==> config.mk <==
export PLATFORM = sky130hd
export DESIGN_NAME = hpd_cell
export DESIGN_NICKNAME = d
export VERILOG_FILES = /design/src/sv/hpd_pkg.sv /design/src/sv/hpd_cell.sv
export SDC_FILE = /design/constraint.sdc
export NUM_CORES = 2
export LEC_CHECK = 0
export BUFFER_PORTS_ARGS = -buffer_cell sky130_fd_sc_hd__buf_2
export CAP_MARGIN = 20
export CORE_MARGIN = 4
export CORE_UTILIZATION = 30
export DETAILED_ROUTE_END_ITERATION = 6
export MAX_ROUTING_LAYER = met4
export PLACE_DENSITY_LB_ADDON = 0.15
export SETUP_SLACK_MARGIN = 0.4
export SLEW_MARGIN = 20
export SYNTH_ARGS = -nofsm -noshare
export SYNTH_HDL_FRONTEND = slang
export SYNTH_SLANG_ARGS = --single-unit
==> constraint.sdc <==
create_clock -name clock -period 7.7 [get_ports clock]
set_input_delay 1.155 -clock clock [delete_from_list [all_inputs] [get_ports clock]]
set_output_delay 1.155 -clock clock [all_outputs]
set_load 0.02 [all_outputs]
==> src/sv/hpd_pkg.sv <==
// Shared types, constants and helpers for the Huffman prefix decoder.
package hpd_pkg;

   localparam int MAX_CODE_LEN = 32;
   localparam int SYMBOL_COUNT = 257;

   localparam int CMD_W  = 2;
   localparam int SYM_W  = 9;
   localparam int CODE_W = 32;
   localparam int LEN_W  = 6;
   localparam int BYTE_W = 8;
   localparam int STAT_W = 2;

   localparam int PREFIX_W = MAX_CODE_LEN;
   localparam int PLEN_W   = $clog2(MAX_CODE_LEN + 1);
   localparam int LCMP_W   = (LEN_W > PLEN_W) ? LEN_W : PLEN_W;

   localparam int CELL_ENTRIES = 32;
   localparam int LOCAL_W      = $clog2(CELL_ENTRIES);
   localparam int NUM_CELLS    = (SYMBOL_COUNT + CELL_ENTRIES - 1) / CELL_ENTRIES;
   localparam int CELL_IDX_W   = (NUM_CELLS > 1) ? $clog2(NUM_CELLS) : 1;
   localparam int IDX_W        = CELL_IDX_W + LOCAL_W;
   localparam int CNT_W        = $clog2(NUM_CELLS + 1);

   localparam int EOF_SYMBOL = 256;

   typedef enum logic [CMD_W-1:0] {
      CMD_LOAD   = 2'd0,
      CMD_DECODE = 2'd1,
      CMD_CLEAR  = 2'd2
   } cmd_type;

   typedef enum logic [STAT_W-1:0] {
      STAT_BYTE = 2'd0,
      STAT_EOF  = 2'd1,
      STAT_ERR  = 2'd2
   } status_type;

   typedef enum logic {
      S_IDLE,
      S_SEARCH
   } state_type;

   typedef struct packed {
      logic              we;
      logic [IDX_W-1:0]  slot;
      logic [CODE_W-1:0] code;
      logic [LEN_W-1:0]  length;
   } load_type;

   typedef struct packed {
      logic [PREFIX_W-1:0] bits;
      logic [PLEN_W-1:0]   length;
   } prefix_type;

   typedef struct packed {
      logic             found;
      logic [IDX_W-1:0] idx;
   } token_type;

   // Keep only the low len bits of a code; len at or above the width keeps all.
   function automatic logic [CODE_W-1:0] low_mask(input logic [LEN_W-1:0] len);
      return ~({CODE_W{1'b1}} << len);
   endfunction

endpackage

==> src/sv/hpd_cell.sv <==
// One cell of the match chain: a slice of the code table, its comparators and a token stage.
module hpd_cell (
   input  logic                        clock,
   input  logic                        reset,
   input  logic [hpd_pkg::CELL_IDX_W-1:0] cell_id,
   input  hpd_pkg::load_type           load,
   input  hpd_pkg::prefix_type         prefix,
   input  hpd_pkg::token_type          token_in,
   output hpd_pkg::token_type          token_out
);
   import hpd_pkg::*;

   logic [CODE_W-1:0] code_ff [CELL_ENTRIES];
   logic [LEN_W-1:0]  len_ff  [CELL_ENTRIES];
   token_type         token_ff;
   token_type         token_in_next;

   logic [CELL_ENTRIES-1:0] hit;
   logic                    hit_any;
   logic [LOCAL_W-1:0]      hit_idx;
   logic                    sel;

   assign sel = load.we && (load.slot[IDX_W-1:LOCAL_W] == cell_id);

   always_ff @(posedge clock) begin
      if (sel) begin
         code_ff[load.slot[LOCAL_W-1:0]] <= load.code & low_mask(load.length);
      end
   end

   always_ff @(posedge clock) begin
      if (reset) begin
         for (int j = 0; j < CELL_ENTRIES; j++) begin
            len_ff[j] <= '0;
         end
      end else if (sel) begin
         len_ff[load.slot[LOCAL_W-1:0]] <= load.length;
      end
   end

   always_comb begin
      for (int j = 0; j < CELL_ENTRIES; j++) begin
         hit[j] = (len_ff[j] != '0) &&
                  (LCMP_W'(len_ff[j]) == LCMP_W'(prefix.length)) &&
                  (PREFIX_W'(code_ff[j]) == prefix.bits);
      end
   end

   // Lowest slot wins among duplicates.
   always_comb begin
      hit_any = 1'b0;
      hit_idx = '0;
      for (int j = CELL_ENTRIES - 1; j >= 0; j--) begin
         if (hit[j]) begin
            hit_any = 1'b1;
            hit_idx = LOCAL_W'(j);
         end
      end
   end

   // Pass an earlier find unchanged, else offer this cell's own.
   always_comb begin
      if (token_in.found) begin
         token_in_next = token_in;
      end else begin
         token_in_next.found = hit_any;
         token_in_next.idx   = {cell_id, hit_idx};
      end
   end

   always_ff @(posedge clock) begin
      if (reset) begin
         token_ff <= '0;
      end else begin
         token_ff <= token_in_next;
      end
   end

   assign token_out = token_ff;

endmodule

# Word level (Yosys, flattened, before mapping)
# Memory sizes are Yosys's and may differ from the RTL's.
# Cells that the tools add are included.
# W data, S select, Z words.
[word_totals]
ff_bits = 10
ram_bits = 1216
out_inout_bits = 10
wordCells = 244
memories = 2
[mem_list]
columns = ["memory", "words", "width", "read_ports", "rd_clocked_by_memory_dff", "wr", "line", "text"]
rows = [
  ["code_ff", 32, 32, 32, 0, 1, "hpd_cell.sv:13", "logic [CODE_W-1:0] code_ff [CELL_ENTRIES];"],
  ["len_ff", 32, 6, 32, 0, 32, "hpd_cell.sv:14", "logic [LEN_W-1:0] len_ff [CELL_ENTRIES];"],
]
[op_classes]
eq_ne = 65
shift = 1
muxes = 74
bitwise = 2
reduce_logical = 98
[op_table]
columns = ["operator", "count"]
rows = [
  ["$eq A32 B32 Y1", 32],
  ["$eq A6 B6 Y1", 32],
  ["$reduce_bool A6 Y1", 32],
  ["$mux W5", 33],
  ["$logic_and A1 B1 Y1", 65],
  ["$mux W1", 39],
  ["$and A32 B32 Y32", 1],
  ["$not A32 Y32", 1],
  ["$shl A32 B6 Y32 const A", 1],
  ["$mux W10", 1],
  ["$mux W6", 1],
  ["$reduce_or A6 Y1", 1],
  ["$eq A4 B4 Y1", 1],
]

# Logic depth before layout (Yosys ltp)
[depth]
word_depth = 36
ltp_mapped = 14

# Worst setup path before layout
# Ideal clock, no wire load.
[synth_timing]
path_type = "input -> register"
from = "in cell_id[1] (netlist bit)"
to = "mem code_ff[28][0] (enable)"
setup_time_ps = 421
t_arrival_ps = 3547
t_required_ps = 7279
slack_ps = 3732
stages = 8
cell_sequence = "inv_1 o22ai_1 a21oi_1 nand4bb_1 nor2_1 nand3_1 clkbuf_1 nor2_1"
[synth_between]
elab_chain_len = 4
[synth_lines]
columns = ["item", "line", "text"]
rows = [
  ["start: declaration", "hpd_cell.sv:5", "input logic [hpd_pkg::CELL_IDX_W-1:0] cell_id,"],
  ["$eq A4 B4 Y1", "hpd_cell.sv:23", "assign sel = load.we && (load.slot[IDX_W-1:LOCAL_W] == cell_id);"],
  ["$logic_and A1 B1 Y1", "hpd_cell.sv:23", ""],
  ["$mux W1", "hpd_cell.sv:26", "if (sel) begin"],
  ["$mux W1 (implied by the code)", "hpd_cell.sv:27", "code_ff[load.slot[LOCAL_W-1:0]] <= load.code & low_mask(load.length);"],
  ["end: declaration", "hpd_cell.sv:13", ""],
]
# Every way passes these cells.

# Worst setup path in the final report
[layout_timing]
from = "in prefix[28] (netlist bit)"
to = "reg token_ff, in the netlist token_out[4]"
[layout_between]
elab_chain_len = 35
word_cells_on_any_way = 97
classes_between = "eq/ne: 32; mux: 33; reduce/logical: 32"
[layout_lines]
columns = ["item", "line", "text"]
rows = [
  ["start: declaration", "hpd_cell.sv:7", "input hpd_pkg::prefix_type prefix,"],
  ["$eq A32 B32 Y1", "hpd_cell.sv:45", "(PREFIX_W'(code_ff[j]) == prefix.bits);"],
  ["$logic_and A1 B1 Y1", "hpd_cell.sv:44", "(LCMP_W'(len_ff[j]) == LCMP_W'(prefix.length)) &&"],
  ["$mux W5 (31 in series)", "hpd_cell.sv:54", "if (hit[j]) begin"],
  ["$mux W5 *", "hpd_cell.sv:54", ""],
  ["$mux W10 *", "hpd_cell.sv:63", "if (token_in.found) begin"],
  ["end signal: assignment", "hpd_cell.sv:75", "token_ff <= token_in_next;"],
  ["end: declaration", "hpd_cell.sv:15", "token_type token_ff;"],
]
# Mark *: on every way between the ends. The rest lies on a longest branch, timed or not.
# A chain may end at the register's enable or synchronous reset.

==> impl_metrics.yaml <==
yosys:
  ys_top_cells_by_count: "1216 x edfxtp_1, 934 x xor2_1, 422 x nor4_1, 214 x xnor2_1, 112 x nor2_1"
  synth-edff-count: 1216
  synth_seq_cells: 1226
  syn-cell-area_sq_mm: 0.0545
  synth_fp_nets: 3786
  syn_area_per_cell_sq_um: 14.8
  synth_top_area_share_pct: 67.0
  synth_ff_type: "edfxtp_1"
  yosysUniqueCellTypes: 69
  yosysMostFrequentCell: "edfxtp_1"
  async_reset_ff_share_pct: 0
  yosysTopAreaCell: "edfxtp_1"
  synth_area_leaders: "edfxtp_1 67%, xor2_1 15%, nor4_1 4.8%"
  ys_warn_count: 0
  ys_seq_area_share_pct: 67.4
  netlist_instances: 3684
grt:
  overflow: 0
  grt_max_degree: 64
  met3_usage_pct: 3.21
  grt_util_met2_pct: 39.1
  grt_use_total_pct: 24.1
  antenna_found_initial: 27
  grt_pass1_wl_microns: 296000
  grt_use_met1_pct: 31.9
  grt_pass1_vias: 31800
  busiest_layer: "met2"
setup_path:
  worst_path_max_delay_cell: "nor4_1"
  crit_fanout: 21
  worst_ep_arrival_time_ns: 5.39
  crit_type: "in -> reg"
  cp-end-kind: "flip-flop"
  r2r-start: "code_ff[11][10]$_DFFE_PP_"
  crit_top_cell: "nor4_1"
  cp-start-kind: "input pin"
  critPathRequiredTime_ns: 8.32
  worstPathCellList: "buf_4 -> buf_4 -> xor2_1 -> nor4_1 -> nand4_1 -> nor4_1 -> nor4_1 -> nand2_1 -> nor2_1 -> o21ai_0 -> a21oi_1"
  reg2reg_slack_ns: 4.07
  slowest_delay_ns: 0.96
  rr_worst_depth: 9
  regToRegEndpoint: "token_out[4]$_SDFF_PP0_"
  critPathLaunch: "prefix[28]"
placement:
  io_buffers: 111
  gp_congestion: 0.903
  dp.final_hpwl_microns: 124000
  pre_cts_ws_ns: 2.36
  place_area_sq_mm: 0.0581
min_path:
  hold_start: "token_in[7]"
  hold_path_end: "token_out[7]$_SDFF_PP0_"
  hold_path_class: "in -> reg"
  hold_path_depth: 3
sta:
  period_needed_ns: 4.76
  slew_headroom_pct: 19.1
  drv_slew: 0
  finalCritPeriodShare_pct: 61.9
  finalHoldViolations: 0
  setup_slack_ns: 2.94
  clock_skew_ns: 0.0256
  fin_setup_tns_ns: 0
  tightest_slew_ns: 1.20
  rsz0062_at_grt: "false"
  fmax_mhz: 210
  setup_viol: 0
clock_tree:
  ctsHoldBuffers: 0
  tritoncts: "built"
  cts.sinks: 1226
  clk_pin_slew_worst_paths_ns: 0.06
  post_cts_buffers: 0
  cts-resized-gates: 0
  clk_latency_ns: 0.78
  numCtsBuffers: 141
  htree_num_levels: 4
  cts_buffer_depth: 3
  root_buffer: "clkbuf_16"
floorplanning:
  initial_core_util_pct: 30.1
  die-area_sq_mm: 0.189
  core_sq_mm: 0.181
  die_h_microns: 434
  fp.dieW_microns: 434
  pin_count: 112
  core.rowCount: 156
detailed_routing:
  drt_iter0_drc: 3836
  drt-total-wl_microns: 224000
  ant_nets: 0
  firstDrtPassIters: 6
  vias_per_cell: 5.31
  route.detailed.drc: 0
  wire_per_inst_microns: 35.5
  vias: 33500
pwr:
  p_total_uw: 15000
  power_density_mw_per_mm2: 242
  ir_worst_vdd_v: 0.000271
  p_leak_uw: 0.0193
final_layout:
  syn_to_final_growth_pct: 14.3
  final_nets: 3932
  drive_gt1_share_pct: 13.1
  fillers: 17500
  final_cell_area_sq_mm: 0.0623
job:
  cap_viol_max_count: 0
run_status:
  status: "finished, final reports clean"
area by class of cell:
class / instances / area [sq um] / share of cell area [%]
sequential: 1226 / 36700 / 59.0
multi-input combinational: 2166 / 16500 / 26.5
clock buffer: 190 / 3780 / 6.06
tap: 2370 / 2970 / 4.76
timing repair buffer: 251 / 1710 / 2.75
clock inverter: 57 / 402 / 0.645
inverter: 44 / 165 / 0.265
antenna: 7 / 17.5 / 0.0281
worst max path at each step:
stage               slack [ns]                  endpoint
global route              3.03   token_out[4]$_SDFF_PP0_
floorplan                 3.73  code_ff[28][0]$_DFFE_PP_
global placement          2.32   token_out[2]$_SDFF_PP0_
detailed placement        2.36   token_out[4]$_SDFF_PP0_
CTS                       3.21   token_out[4]$_SDFF_PP0_
finish                    2.94   token_out[4]$_SDFF_PP0_
worst max-delay path: cells and delay by family:
family	cells	cell delay, ns
buffers and inverters	2	1.08
AND/OR/NAND/NOR	6	2.54
AO/OA/AOI/OAI	2	0.39
XOR/XNOR	1	0.14
kinds of logic (layout without fill, tap and decap cells):
group	count (synthesis)	after routing	share of synthesized area (%)
XOR/XNOR	1149	1149	18.5
flip-flops	1226	1226	67.4
other	0	7	0
buffers and inverters	292	542	2.93
AO/OA/AOI/OAI	194	194	2.43
multiplexers	9	9	0.165
AND/OR/NAND/NOR	814	814	8.62
registers in the layout, indices dropped and copies added, names as in the netlist:
name,flops
code_ff,1024
token_out,10
len_ff,192
layer usage:
| metal | routed length [microns] | share of wire (%) |
|---|---|---|
| met5 | 0 | 0 |
| met3 | 12700 | 5.6 |
| met1 | 97100 | 43 |
| met4 | 6410 | 2.9 |
| met2 | 108000 | 48 |
stage by stage:
step | util (%) | instances | hold slack [ns]
CTS | 34.4 | 6304 | 0.553
detailed placement | 32.1 | 6057 | 0.903
global placement | 32.1 | 6057 | 0.889
global route | 34.4 | 6307 | 0.594
finish | 34.4 | 6311 | 0.609
floorplan | - | 3684 | 0.717
where the power goes:
part           internal, uW  switching [uW]
clock                  3560            2750
combinational           275             988
sequential             7430            43.8
total                 11300            3780
placed cells by master, fill, tap and decap left out, types with 49 or more instances in the layout:
master     synthesis  layout
nor2_1           112      80
xnor2_1          214     214
nor3_1            50      49
o21ai_0           56      56
buf_2             77      74
nor4_1           422     418
xor2_1           934     934
clkbuf_16          0     144
edfxtp_1        1216    1216
buf_4             36     176
nand4_1          102     102
(Power assumes the default switching activity.)
